$ cat src/rtl/glyph_row_rasterizer_assert.svh
// assertion macros shared by the rasterizer modules
`ifndef GLYPH_ROW_RASTERIZER_ASSERT_SVH
`define GLYPH_ROW_RASTERIZER_ASSERT_SVH
`ifndef SYNTH
`define GRR_ASSERT(lbl, prop, msg) \
	lbl: assert property (@(posedge clk) disable iff (!arst_n) prop) else $error(msg);
`define GRR_ASSERT_ALWAYS(lbl, prop, msg) \
	lbl: assert property (@(posedge clk) prop) else $error(msg);
`else
`define GRR_ASSERT(lbl, prop, msg)
`define GRR_ASSERT_ALWAYS(lbl, prop, msg)
`endif
`endif

$ cat src/rtl/grr_pkg.sv
package grr_pkg;

	localparam int PANEL_WIDTH  = 16;
	localparam int PANEL_HEIGHT = 16;
	localparam int MAX_SLOTS    = PANEL_WIDTH / 4 + 1;
	localparam int SLOT_W       = 3;
	localparam int GLYPH_COUNT  = 87;
	localparam int GLYPH_AW     = 7;
	localparam int GLYPH_W      = 32;

	localparam logic [GLYPH_AW-1:0] GLYPH_DIGIT = 7'd0;
	localparam logic [GLYPH_AW-1:0] GLYPH_BLANK = 7'd10;
	localparam logic [GLYPH_AW-1:0] GLYPH_UPPER = 7'd11;
	localparam logic [GLYPH_AW-1:0] GLYPH_PUNCT = 7'd37;
	localparam logic [GLYPH_AW-1:0] GLYPH_LOWER = 7'd61;

	localparam logic REG_X_OFFSET = 1'b0;
	localparam logic REG_Y_OFFSET = 1'b1;

	// row r of a glyph sits in bits [4r+3:4r], msb is the leftmost column
	localparam logic [GLYPH_W-1:0] GLYPH_ROM [GLYPH_COUNT] = '{
		32'h02555520, 32'h07222620, 32'h07421520, 32'h06116160, 32'h01117550,
		32'h06117470, 32'h02556470, 32'h01111170, 32'h02552520, 32'h01113520,
		32'h00000000,
		32'h05557570, 32'h06556560, 32'h07444470, 32'h06555560, 32'h07447470,
		32'h04447470, 32'h07554470, 32'h05557550, 32'h07222270, 32'h06222270,
		32'h05556550, 32'h07444440, 32'h05557750, 32'h05555570, 32'h07555570,
		32'h04447570, 32'h07775570, 32'h05556570, 32'h07117470, 32'h02222270,
		32'h07555550, 32'h02555550, 32'h07775550, 32'h05552550, 32'h02225550,
		32'h07447170,
		32'h02000000, 32'h42000000, 32'h00007000, 32'h04422110, 32'h00202000,
		32'h04202000, 32'h02636320, 32'h02444420, 32'h02111120, 32'h06444460,
		32'h03111130, 32'h01226210, 32'h04223240, 32'h07000000, 32'h00027200,
		32'h05F5F500, 32'h00000220, 32'h00000550, 32'h02022220, 32'h02021160,
		32'h00024200, 32'h00021200, 32'h00052500, 32'h05421500,
		32'h03530000, 32'h06564440, 32'h03430000, 32'h03531110, 32'h03475200,
		32'h04464300, 32'h06135300, 32'h05574440, 32'h02220200, 32'h06111010,
		32'h05654440, 32'h01222220, 32'h05575000, 32'h05556000, 32'h02552000,
		32'h04446560, 32'h01113530, 32'h04447000, 32'h06124300, 32'h02446400,
		32'h03555000, 32'h02555000, 32'h07755000, 32'h05255000, 32'h06113550,
		32'h07421700
	};

	typedef struct packed {
		logic signed [6:0] left;
		logic [3:0]        y0;
		logic [2:0]        last_r;
	} desc_t;

	typedef struct packed {
		logic                we;
		logic [GLYPH_AW-1:0] waddr;
		logic [GLYPH_W-1:0]  wdata;
		logic                re;
		logic [GLYPH_AW-1:0] raddr;
	} ram_req_t;

	function automatic logic [GLYPH_W-1:0] glyph_rom_f(input logic [GLYPH_AW-1:0] idx);
		return GLYPH_ROM[idx];
	endfunction

	function automatic logic [GLYPH_AW-1:0] glyph_of_f(input logic [6:0] c);
		logic [GLYPH_AW-1:0] g;
		g = GLYPH_BLANK;
		priority if (c >= 7'("0") && c <= 7'("9")) begin
			g = GLYPH_DIGIT + (c - 7'("0"));
		end else if (c >= 7'("A") && c <= 7'("Z")) begin
			g = GLYPH_UPPER + (c - 7'("A"));
		end else if (c >= 7'("a") && c <= 7'("z")) begin
			g = GLYPH_LOWER + (c - 7'("a"));
		end else begin
			case (c)
				7'("."):  g = GLYPH_PUNCT + 7'd0;
				7'(","):  g = GLYPH_PUNCT + 7'd1;
				7'("-"):  g = GLYPH_PUNCT + 7'd2;
				7'("/"):  g = GLYPH_PUNCT + 7'd3;
				7'(":"):  g = GLYPH_PUNCT + 7'd4;
				7'(";"):  g = GLYPH_PUNCT + 7'd5;
				7'("$"):  g = GLYPH_PUNCT + 7'd6;
				7'("("):  g = GLYPH_PUNCT + 7'd7;
				7'(")"):  g = GLYPH_PUNCT + 7'd8;
				7'("["):  g = GLYPH_PUNCT + 7'd9;
				7'("]"):  g = GLYPH_PUNCT + 7'd10;
				7'("{"):  g = GLYPH_PUNCT + 7'd11;
				7'("}"):  g = GLYPH_PUNCT + 7'd12;
				7'("_"):  g = GLYPH_PUNCT + 7'd13;
				7'("+"):  g = GLYPH_PUNCT + 7'd14;
				7'("#"):  g = GLYPH_PUNCT + 7'd15;
				7'("'"):  g = GLYPH_PUNCT + 7'd16;
				7'("\""): g = GLYPH_PUNCT + 7'd17;
				7'("!"):  g = GLYPH_PUNCT + 7'd18;
				7'("?"):  g = GLYPH_PUNCT + 7'd19;
				7'("<"):  g = GLYPH_PUNCT + 7'd20;
				7'(">"):  g = GLYPH_PUNCT + 7'd21;
				7'("*"):  g = GLYPH_PUNCT + 7'd22;
				7'("%"):  g = GLYPH_PUNCT + 7'd23;
				default:  g = GLYPH_BLANK;
			endcase
		end
		return g;
	endfunction

endpackage

$ cat src/rtl/grr_ram.sv
module grr_ram #(
	parameter int WIDTH = 32,
	parameter int DEPTH = 128
) (
	input  logic                     clk,
	input  logic                     we,
	input  logic [$clog2(DEPTH)-1:0] waddr,
	input  logic [WIDTH-1:0]         wdata,
	input  logic                     re,
	input  logic [$clog2(DEPTH)-1:0] raddr,
	output logic [WIDTH-1:0]         rdata
);

	logic [WIDTH-1:0] mem_q [DEPTH];

	always_ff @(posedge clk) begin
		if (we) begin
			mem_q[waddr] <= wdata;
		end
		if (re) begin
			rdata <= mem_q[raddr];
		end
	end

endmodule

$ cat src/rtl/grr_front.sv
`include "glyph_row_rasterizer_assert.svh"

module grr_front (
	input  logic             clk,
	input  logic             arst_n,
	input  logic             s_tvalid,
	output logic             s_tready,
	input  logic [7:0]       s_tdata,
	input  logic             s_tuser,
	input  logic [4:0]       x_offset,
	input  logic [3:0]       y_offset,
	input  logic             move,
	output logic             vld_s1,
	output grr_pkg::desc_t   desc_s1,
	output grr_pkg::ram_req_t ram_req
);

	import grr_pkg::*;

	logic                filling_q;
	logic [GLYPH_AW-1:0] fill_q;
	logic [SLOT_W-1:0]   slot_q;
	logic                vld_s1_q;
	desc_t               desc_s1_q;

	logic              accept;
	logic              emit;
	logic              in_range;
	logic [SLOT_W-1:0] slot_cur;
	logic [4:0]        y_sum;
	desc_t             desc_new;

	always_comb begin
		slot_cur        = s_tuser ? '0 : slot_q;
		in_range        = slot_cur < SLOT_W'(MAX_SLOTS);
		y_sum           = {1'b0, y_offset} + 5'd8;
		emit            = in_range && ({1'b0, y_offset} < 5'(PANEL_HEIGHT));
		desc_new.left   = $signed({{2{x_offset[4]}}, x_offset})
		                + $signed({2'b00, slot_cur, 2'b00});
		desc_new.y0     = y_offset;
		desc_new.last_r = (y_sum > 5'(PANEL_HEIGHT))
		                ? 3'(5'(PANEL_HEIGHT) - 5'd1 - {1'b0, y_offset}) : 3'd7;
		s_tready        = !filling_q && (!vld_s1_q || move);
		accept          = s_tvalid && s_tready;
	end

	always_comb begin
		ram_req.we    = filling_q;
		ram_req.waddr = fill_q;
		ram_req.wdata = glyph_rom_f(fill_q);
		ram_req.re    = accept && emit;
		ram_req.raddr = glyph_of_f(s_tdata[6:0]);
	end

	// glyph store load after reset
	always_ff @(posedge clk or negedge arst_n) begin
		if (!arst_n) begin
			filling_q <= 1'b1;
			fill_q    <= '0;
		end else if (filling_q) begin
			if (fill_q == GLYPH_AW'(GLYPH_COUNT - 1)) begin
				filling_q <= 1'b0;
			end
			fill_q <= fill_q + 1'b1;
		end
	end

	always_ff @(posedge clk or negedge arst_n) begin
		if (!arst_n) begin
			slot_q   <= '0;
			vld_s1_q <= 1'b0;
		end else begin
			if (accept) begin
				slot_q <= in_range ? slot_cur + 1'b1 : slot_cur;
			end
			if (accept && emit) begin
				vld_s1_q <= 1'b1;
			end else if (move) begin
				vld_s1_q <= 1'b0;
			end
		end
	end

	always_ff @(posedge clk) begin
		if (accept && emit) begin
			desc_s1_q <= desc_new;
		end
	end

	assign vld_s1  = vld_s1_q;
	assign desc_s1 = desc_s1_q;

	`GRR_ASSERT_ALWAYS(a_fill_blocks_input, filling_q |-> !s_tready, "word accepted during load")
	`GRR_ASSERT(a_slot_saturates, slot_q <= SLOT_W'(MAX_SLOTS), "slot beyond last")
	`GRR_ASSERT(a_s1_holds, (vld_s1_q && !move) |=> vld_s1_q, "pending character lost")

endmodule

$ cat src/rtl/grr_row.sv
`include "glyph_row_rasterizer_assert.svh"

module grr_row (
	input  logic                         clk,
	input  logic                         arst_n,
	input  logic                         vld_s1,
	input  grr_pkg::desc_t               desc_s1,
	input  logic [grr_pkg::GLYPH_W-1:0]  glyph,
	output logic                         move,
	output logic                         m_tvalid,
	input  logic                         m_tready,
	output logic [23:0]                  m_tdata,
	output logic                         m_tlast
);

	import grr_pkg::*;

	logic               act_s2_q;
	logic [2:0]         r_s2_q;
	desc_t              desc_s2_q;
	logic [GLYPH_W-1:0] glyph_s2_q;

	logic        out_vld_q;
	logic [3:0]  out_row_q;
	logic [15:0] out_pix_q;
	logic        out_last_q;

	logic              step;
	logic              done;
	logic [3:0]        bits;
	logic [15:0]       mask;
	logic signed [7:0] d;

	always_comb begin
		step = act_s2_q && (!out_vld_q || m_tready);
		done = step && (r_s2_q == desc_s2_q.last_r);
		move = vld_s1 && (!act_s2_q || done);
		bits = glyph_s2_q[{r_s2_q, 2'b00} +: 4];
	end

	always_comb begin
		mask = '0;
		d    = '0;
		for (int c = 0; c < 16; c++) begin
			d = $signed(8'(c)) - $signed({desc_s2_q.left[6], desc_s2_q.left});
			mask[c] = (c < PANEL_WIDTH) && !d[7] && (d < 8'sd4) && bits[2'd3 - d[1:0]];
		end
	end

	always_ff @(posedge clk or negedge arst_n) begin
		if (!arst_n) begin
			act_s2_q  <= 1'b0;
			r_s2_q    <= '0;
			out_vld_q <= 1'b0;
		end else begin
			if (move) begin
				act_s2_q <= 1'b1;
				r_s2_q   <= '0;
			end else if (done) begin
				act_s2_q <= 1'b0;
			end else if (step) begin
				r_s2_q <= r_s2_q + 1'b1;
			end
			if (step) begin
				out_vld_q <= 1'b1;
			end else if (m_tready) begin
				out_vld_q <= 1'b0;
			end
		end
	end

	always_ff @(posedge clk) begin
		if (move) begin
			desc_s2_q  <= desc_s1;
			glyph_s2_q <= glyph;
		end
		if (step) begin
			out_row_q  <= desc_s2_q.y0 + {1'b0, r_s2_q};
			out_pix_q  <= mask;
			out_last_q <= (r_s2_q == desc_s2_q.last_r);
		end
	end

	assign m_tvalid = out_vld_q;
	assign m_tdata  = {4'b0000, out_pix_q, out_row_q};
	assign m_tlast  = out_last_q;

	`GRR_ASSERT(a_row_in_range, act_s2_q |-> (r_s2_q <= desc_s2_q.last_r), "row past end")
	`GRR_ASSERT(a_idle_drains, (m_tvalid && m_tready && !act_s2_q) |=> !m_tvalid, "stray word")
	`GRR_ASSERT(a_out_holds, (m_tvalid && !m_tready) |=> (m_tvalid && $stable(m_tdata)), "word changed")

endmodule

$ cat src/rtl/glyph_row_rasterizer.sv
// glyph row rasterizer: 4x8 text glyphs onto a 16x16 one-colour panel
// input channel s_*: one character per word, s_tuser marks the first of a message
// output channel m_*: one word per glyph row kept on the panel, m_tlast on the
// final row of a character; a character past the last slot gives no word
// apb port: x_offset at 0x0 (signed 5 bits), y_offset at 0x4 (4 bits)
// path: the holding stage and glyph store read, then the row sequencer, then the output register
// throughput: one row word per cycle while m_tready is high; the row
// sequencer, one glyph store read per character, sets this rate
// a character waits in a single holding stage while the previous one drains
// reset: the glyph store is loaded from the constant table with s_tready
// low; offsets and slot position clear to zero
// stall: when m_tready is low a pending output word holds and the row sequencer
// stops; s_tready drops while the holding stage is full and cannot move on
module glyph_row_rasterizer (
	input  logic        clk,
	input  logic        arst_n,
	input  logic        s_tvalid,
	output logic        s_tready,
	input  logic [7:0]  s_tdata,   // char_code
	input  logic        s_tuser,   // first_char
	output logic        m_tvalid,
	input  logic        m_tready,
	output logic [23:0] m_tdata,   // row_index, row_pixels, zero fill
	output logic        m_tlast,
	input  logic        psel,
	input  logic        penable,
	input  logic        pwrite,
	input  logic [2:0]  paddr,
	input  logic [31:0] pwdata,
	output logic [31:0] prdata,
	output logic        pready
);

	import grr_pkg::*;

	logic [4:0] x_offset_q;
	logic [3:0] y_offset_q;

	logic               move;
	logic               vld_s1;
	desc_t              desc_s1;
	ram_req_t           ram_req;
	logic [GLYPH_W-1:0] glyph;

	assign pready = 1'b1;

	always_ff @(posedge clk or negedge arst_n) begin
		if (!arst_n) begin
			x_offset_q <= '0;
			y_offset_q <= '0;
		end else if (psel && penable && pwrite && pready) begin
			unique case (paddr[2])
				REG_X_OFFSET: x_offset_q <= pwdata[4:0];
				REG_Y_OFFSET: y_offset_q <= pwdata[3:0];
			endcase
		end
	end

	always_comb begin
		unique case (paddr[2])
			REG_X_OFFSET: prdata = {27'b0, x_offset_q};
			REG_Y_OFFSET: prdata = {28'b0, y_offset_q};
		endcase
	end

	grr_front u_front (
		.clk      (clk),
		.arst_n   (arst_n),
		.s_tvalid (s_tvalid),
		.s_tready (s_tready),
		.s_tdata  (s_tdata),
		.s_tuser  (s_tuser),
		.x_offset (x_offset_q),
		.y_offset (y_offset_q),
		.move     (move),
		.vld_s1   (vld_s1),
		.desc_s1  (desc_s1),
		.ram_req  (ram_req)
	);

	grr_ram #(
		.WIDTH (GLYPH_W),
		.DEPTH (GLYPH_COUNT)
	) u_glyph_ram (
		.clk   (clk),
		.we    (ram_req.we),
		.waddr (ram_req.waddr),
		.wdata (ram_req.wdata),
		.re    (ram_req.re),
		.raddr (ram_req.raddr),
		.rdata (glyph)
	);

	grr_row u_row (
		.clk      (clk),
		.arst_n   (arst_n),
		.vld_s1   (vld_s1),
		.desc_s1  (desc_s1),
		.glyph    (glyph),
		.move     (move),
		.m_tvalid (m_tvalid),
		.m_tready (m_tready),
		.m_tdata  (m_tdata),
		.m_tlast  (m_tlast)
	);

endmodule
$ cat config.mk
export PLATFORM = sky130hd
export DESIGN_NAME = glyph_row_rasterizer
export DESIGN_NICKNAME = d
export VERILOG_FILES = /design/src/rtl/grr_pkg.sv /design/src/rtl/grr_ram.sv /design/src/rtl/grr_front.sv /design/src/rtl/grr_row.sv /design/src/rtl/glyph_row_rasterizer.sv
export VERILOG_INCLUDE_DIRS = /design/src /design/src/rtl
export SDC_FILE = /design/constraint.sdc
export NUM_CORES = 2
export LEC_CHECK = 0
export BUFFER_PORTS_ARGS = -buffer_cell sky130_fd_sc_hd__buf_2
export CORE_AREA = 2 2 365 367
export CTS_BUF_LIST = sky130_fd_sc_hd__clkbuf_4
export DETAILED_ROUTE_END_ITERATION = 7
export DIE_AREA = 0 0 367 369
export GPL_ROUTABILITY_DRIVEN = 1
export PLACE_DENSITY = 0.78
export SLEW_MARGIN = 0
export SYNTH_ARGS = -nofsm -noshare
export SYNTH_HDL_FRONTEND = slang
export SYNTH_SLANG_ARGS = --single-unit
$ cat constraint.sdc
create_clock -name clk -period 5.94 [get_ports clk]
set_input_delay 0.297 -clock clk [delete_from_list [all_inputs] [get_ports clk]]
set_output_delay 0.297 -clock clk [all_outputs]
set_load 0.02 [all_outputs]
# After elaboration in Yosys (flattened, before gate mapping)
# Memory sizes are Yosys's and may differ from the RTL's. A register that Yosys moved wholly into a read port is not among the register bits.
# Index checks and enable logic that the tools add are counted.
# totals
regBits	107
mem_bits_rw	2784
mem_bits_ro	4096
inputBits	51
out_inout_bits	60
word_cells	263
mem_count	2
# memory_table
name	words	width	read_ports	rd_clocked_by_memory_dff	wr	line	rtl
(name not given)	128	32	1	0	0	grr_pkg.sv:59	return GLYPH_ROM[idx];
u_glyph_ram.mem_q	87	32	1	1	1	grr_ram.sv:14	logic [WIDTH-1:0] mem_q [DEPTH];
# op_classes
n_addsub	44
order_cmp	41
n_eq_ne	27
shift	1
n_mux	54
bitwise	2
n_reduce_logical	73
# ops
operator	n
6-bit one-hot mux with 24 select lines	1
7-bit by 6-bit equality test with 1-bit output (second input constant)	19
8-bit by 4-bit less-than comparator with 1-bit output (second input constant)	16
32-bit two-way mux	2
32-bit one-hot mux with 2 select lines	1
5-bit by 7-bit subtractor with 8-bit output (first input constant)	8
2-bit by 3-bit less-than comparator with 1-bit output (second input constant)	16
1-bit logical AND	43
7-bit equality test (second input constant)	6
1-bit binary-select mux with 2-bit select	16
32-bit by 6-bit variable part select with 4-bit output	1
2-bit subtractor (first input constant)	16
4-bit by 7-bit subtractor with 8-bit output (first input constant)	4
1-bit two-way mux	26
7-bit two-way mux	3
1-bit logical NOT	20
3-bit by 7-bit subtractor with 8-bit output (first input constant)	2
3-bit two-way mux	5
7-bit >= comparator (second input constant)	2
7-bit less-or-equal comparator (second input constant)	2
7-bit subtractor (second input constant)	2
8-bit >= comparator (second input constant)	1
7-bit inverter with 8-bit output	1
2-bit nonzero test	4
20 further kinds	25

# Depth between registers and ports, before layout
# depth
depth_word	11
ltp_mapped	20
depth_no_buf	13

# Modules after synthesis
# From an unflattened synthesis, not the netlist that was laid out.
# hier_totals
cells_unflattened	5704
area_unflattened_um2	116601.8
# by_module_without_submodules
mod	n_inst	cells_each	area_per_inst_um2	seq_area_each_um2
grr_ram	1	4694	107534.4	84561.1
grr_front	1	619	4337.9	721.9
grr_row	1	335	4067.7	2137.0
glyph_row_rasterizer	1	56	661.9	225.2

# Worst setup path after synthesis
# No wires, ideal clock.
# synth_timing
path_kind	register to register
start	reg u_front.fill_q[0]
end	mem u_glyph_ram.mem_q[0][13], data pin
setup_time_ns	0.880
arrival_ns	5.416
required_time_ns	5.060
path_slack_ns	-0.355
stages_incl_launch_ff	11
path_buffers	1
synth_period_minus_slack_ns	6.295
path_cell_list	dfrtp_1 -> inv_1 -> ha_1 -> clkbuf_1 -> nor2_1 -> nor2_1 -> nor2_1 -> a21oi_1 -> a211oi_1 -> a21oi_1 -> o21ai_0
# synth_lines
element	line	rtl
start: declaration	grr_front.sv:21	logic [GLYPH_AW-1:0] fill_q;
start signal: assignment	grr_front.sv:64	fill_q <= fill_q + 1'b1;
end: declaration	grr_ram.sv:14	

==> impl_metrics.xml <==
<?xml version="1.0" encoding="UTF-8"?>
<metrics>
  <group name="setup_path">
    <metric name="end_kind" unit="">register</metric>
    <metric name="worstReg2RegStart" unit="">u_front.fill_q[1]$_DFFE_PN0P_</metric>
    <metric name="r2r_depth" unit="">8</metric>
    <metric name="critical_path.reg2reg.endpoint" unit="">u_glyph_ram.mem_q[72][14]$_DFFE_PP_</metric>
    <metric name="critical_path.startpoint_type" unit="">register</metric>
    <metric name="cp.arrival" unit="ps">5460</metric>
    <metric name="crit_path_max_fanout" unit="">87</metric>
    <metric name="critPathRequiredTime" unit="ps">6660</metric>
    <metric name="setup.reg_to_reg.worst_slack" unit="ps">1200</metric>
    <metric name="crit_type" unit="">reg2reg</metric>
  </group>
  <group name="route">
    <metric name="wl_per_cell" unit="microns">23.9</metric>
    <metric name="drt-initial-drc-count" unit="">8208</metric>
    <metric name="drt_pass1_iterations" unit="">6</metric>
    <metric name="vias" unit="">54400</metric>
    <metric name="post_drt_via_cell_ratio" unit="">6.22</metric>
    <metric name="drt.antenna.violating_nets" unit="">0</metric>
    <metric name="drc" unit="">0</metric>
    <metric name="finalWirelength" unit="mm">209</metric>
  </group>
  <group name="synthesis">
    <metric name="synth.yosys.warnings" unit="">0</metric>
    <metric name="ys_ff_latch" unit="">1855</metric>
    <metric name="synth.top_cell.area_share" unit="%">71.1</metric>
    <metric name="ys_dominant_reg_cell" unit="">sky130_fd_sc_hd__edfxtp_1</metric>
    <metric name="postSynthAreaPerCell" unit="sq um">12.3</metric>
    <metric name="synth.distinct_cells" unit="">76</metric>
    <metric name="most_frequent_cell_after_synthesis" unit="">sky130_fd_sc_hd__edfxtp_1</metric>
    <metric name="synth_enable_flop_cells" unit="">1829</metric>
    <metric name="register_area_share_after_synthesis" unit="%">71.9</metric>
    <metric name="netlist_instances" unit="">6264</metric>
    <metric name="syn-cell-area" unit="sq um">77300</metric>
    <metric name="netlist_top_cells_count" unit="">sky130_fd_sc_hd__edfxtp_1, sky130_fd_sc_hd__nand2_1, sky130_fd_sc_hd__nand3_1</metric>
    <metric name="synth_top_cells_by_area" unit="">sky130_fd_sc_hd__edfxtp_1, sky130_fd_sc_hd__nand2_1, sky130_fd_sc_hd__nand3_1</metric>
    <metric name="netlist.top_cell.by_area" unit="">sky130_fd_sc_hd__edfxtp_1</metric>
    <metric name="ys_async_sr_fraction" unit="%">1.40</metric>
  </group>
  <group name="layout">
    <metric name="regArea" unit="sq um">55600</metric>
    <metric name="nFillCells" unit="">9116</metric>
    <metric name="multi_input_area" unit="sq um">20200</metric>
    <metric name="postLayoutCoreUtil" unit="%">66.2</metric>
    <metric name="area_delta_synth_final" unit="%">12.3</metric>
    <metric name="stdcell_area" unit="sq um">86800</metric>
    <metric name="cell_count_final_fillers_out" unit="">8738</metric>
    <metric name="layout.nets" unit="">6765</metric>
    <metric name="layout-drive-gt1-share" unit="%">17.0</metric>
  </group>
  <group name="power">
    <metric name="peak_ir_drop_on_the_vdd_network" unit="V">0.000222</metric>
    <metric name="powerDensity" unit="nW/um^2">326</metric>
    <metric name="power.total" unit="mW">28.3</metric>
    <metric name="static-leakage-power" unit="nW">31.6</metric>
  </group>
  <group name="timing">
    <metric name="max_slew_margin" unit="%">10.1</metric>
    <metric name="finalWorstSetupSlack" unit="ps">1200</metric>
    <metric name="finalWorstPathRequiredPeriod" unit="ps">4740</metric>
    <metric name="grt_setup_unrepaired" unit="">false</metric>
    <metric name="whs" unit="ps">142</metric>
    <metric name="fin_setup_tns" unit="ps">0</metric>
    <metric name="hold_violations" unit="">0</metric>
    <metric name="fin_crit_sh" unit="%">79.7</metric>
    <metric name="achievable-frequency" unit="MHz">211</metric>
    <metric name="worstMarginPinSlew" unit="ps">1350</metric>
    <metric name="final_max_slew_viol_count" unit="">0</metric>
    <metric name="setup_violations" unit="">0</metric>
    <metric name="final.setup_skew" unit="ps">118</metric>
  </group>
  <group name="place">
    <metric name="numPortBuffers" unit="">48</metric>
    <metric name="dpl-instance-area" unit="sq um">80900</metric>
    <metric name="post-place-ws" unit="ps">657</metric>
    <metric name="gp_congestion" unit="">0.936</metric>
    <metric name="dp.final_hpwl" unit="mm">119</metric>
    <metric name="numPlacedInstances" unit="">7923</metric>
  </group>
  <group name="global_route">
    <metric name="first_pass_grt_wire_length" unit="mm">311</metric>
    <metric name="number_of_antenna_violations_at_the_first_check_in_global_routing" unit="">4</metric>
    <metric name="pin_count_of_the_biggest_net_entering_global_routing" unit="">115</metric>
    <metric name="number_of_global_route_vias_before_repair" unit="">52600</metric>
    <metric name="grt-ovfl-total" unit="">0</metric>
    <metric name="all_layer_gr_usage" unit="%">30.4</metric>
  </group>
  <group name="run">
    <metric name="drv.max_cap_violation_count" unit="">0</metric>
  </group>
  <group name="floorplan">
    <metric name="die_height" unit="microns">369</metric>
    <metric name="initial_utilization" unit="%">58.9</metric>
    <metric name="core.rowCount" unit="">133</metric>
    <metric name="core_area" unit="sq um">131000</metric>
    <metric name="floorplan.die_area" unit="sq um">135000</metric>
    <metric name="pin_count" unit="">111</metric>
    <metric name="die-width" unit="microns">367</metric>
  </group>
  <group name="cts">
    <metric name="cts_inserted_buffers" unit="">457</metric>
    <metric name="max_clock_buf_depth" unit="">4</metric>
    <metric name="tritoncts_clock_tree" unit="">built</metric>
    <metric name="cts_root_buf" unit="">sky130_fd_sc_hd__clkbuf_4</metric>
    <metric name="insertion_delay" unit="ps">1330</metric>
    <metric name="h_tree_levels" unit="">5</metric>
    <metric name="clock_sinks" unit="">1855</metric>
    <metric name="clk_pin_slew" unit="ps">80</metric>
  </group>
  <group name="run_status">
    <metric name="outcome" unit="">completed</metric>
  </group>
  <group name="worst_hold_path">
    <metric name="worst_hold_path.endpoint" unit="">u_glyph_ram.rdata[4]$_DFFE_PP_</metric>
    <metric name="hold_path.class" unit="">in2reg</metric>
    <metric name="min_from" unit="">s_tdata[4]</metric>
    <metric name="hold_path_depth" unit="">6</metric>
  </group>
</metrics>
-- critical path, stage by stage (launching register included) --
cell                       delay (ps)
sky130_fd_sc_hd__dfrtp_1          770
sky130_fd_sc_hd__inv_1            390
sky130_fd_sc_hd__ha_1             760
sky130_fd_sc_hd__nor2b_1          520
sky130_fd_sc_hd__nor2_1           110
sky130_fd_sc_hd__a21oi_1          240
sky130_fd_sc_hd__o21ai_0          120
sky130_fd_sc_hd__a221oi_1         460
sky130_fd_sc_hd__nand2_4          650
-- cell families after synthesis --
logic type               count (synthesis)  synth area share, %
AO/OA/AOI/OAI                          787                 6.46
flip-flops                            1855                 71.9
adder cells (fa/ha/maj)                 51                0.845
other                                    2              0.00972
buffers and inverters                  487                 2.88
AND/OR/NAND/NOR                       2970                 16.4
XOR/XNOR                                28                0.317
multiplexers                            84                 1.17
-- placed cells by master (no fill, tap or decap), types with 39 or more instances in the layout --
cell / instances
sky130_fd_sc_hd__a31oi_1: 79
sky130_fd_sc_hd__nor2_1: 135
sky130_fd_sc_hd__mux2i_1: 68
sky130_fd_sc_hd__buf_12: 41
sky130_fd_sc_hd__clkbuf_4: 672
sky130_fd_sc_hd__ha_1: 49
sky130_fd_sc_hd__buf_4: 233
sky130_fd_sc_hd__nand3_1: 780
sky130_fd_sc_hd__a311oi_1: 68
sky130_fd_sc_hd__or4_1: 39
sky130_fd_sc_hd__nor2_2: 80
sky130_fd_sc_hd__o21ai_0: 60
sky130_fd_sc_hd__clkinv_1: 87
sky130_fd_sc_hd__buf_2: 48
sky130_fd_sc_hd__edfxtp_1: 1829
sky130_fd_sc_hd__a21oi_1: 379
sky130_fd_sc_hd__nand2_1: 1755
-- where the power goes --
| group | switching [mW] | total, mW | internal (mW) |
|---|---|---|---|
| clock network | 4.87 | 10.1 | 5.25 |
| logic | 2.45 | 3.61 | 1.16 |
| registers | 0.176 | 14.6 | 14.4 |
-- flip-flops by register name (all words and copies together), names as in the netlist, 3 cells and up --
register	cells
u_front.slot_q	3
u_row.desc_s2_q	14
x_offset_q	5
y_offset_q	4
u_front.fill_q	7
u_glyph_ram.rdata	20
u_front.desc_s1	14
u_glyph_ram.mem_q	1740
u_row.glyph_s2_q	20
u_row.out_pix_q	16
u_row.out_row_q	4
u_row.r_s2_q	3
-- how the worst max path moves through the flow --
| stage | endpoint | cells after the start | start | slack (ps) |
|---|---|---|---|---|
| floorplan | u_glyph_ram.mem_q[0][6]$_DFFE_PP_ | 7 | u_front.fill_q[2]$_DFFE_PN0P_ | 20 |
| global placement | u_glyph_ram.rdata[18]$_DFFE_PP_ | 14 | s_tdata[2] | 870 |
| detailed placement | u_glyph_ram.rdata[24]$_DFFE_PP_ | 15 | s_tdata[2] | 660 |
| CTS | u_glyph_ram.mem_q[39][14]$_DFFE_PP_ | 8 | u_front.fill_q[1]$_DFFE_PN0P_ | 1430 |
| global route | u_glyph_ram.mem_q[73][14]$_DFFE_PP_ | 8 | u_front.fill_q[1]$_DFFE_PN0P_ | 1060 |
| finish | u_glyph_ram.mem_q[72][14]$_DFFE_PP_ | 8 | u_front.fill_q[1]$_DFFE_PN0P_ | 1200 |
-- what timing repair did --
action                     4_1_cts  5_1_grt
setup endpoints to repair        0        0
hold buffers                    36        0
gates resized for setup          0        0
buffers inserted                 0        0
hold endpoints to repair        85        0
-- cell type report --
cell class | count | area share (%)
antenna | 7 | 0.0202
clock buffer | 672 | 5.81
clock inverter | 100 | 0.539
inverter | 40 | 0.173
multi-input combinational | 3952 | 23.2
sequential | 1855 | 64.1
tap | 1755 | 2.53
timing repair buffer | 357 | 3.64
-- metal layers --
layer | up-vias | global-route usage (%) | wire [microns]
li1 | 23900 | - | -
met1 | 26000 | 39.5 | 74900
met2 | 3806 | 48.2 | 98400
met3 | 667 | 5.46 | 23600
met4 | 4 | 18.1 | 12100
met5 | - | 0 | 26
Note: power is estimated with default switching activity, not from simulation.
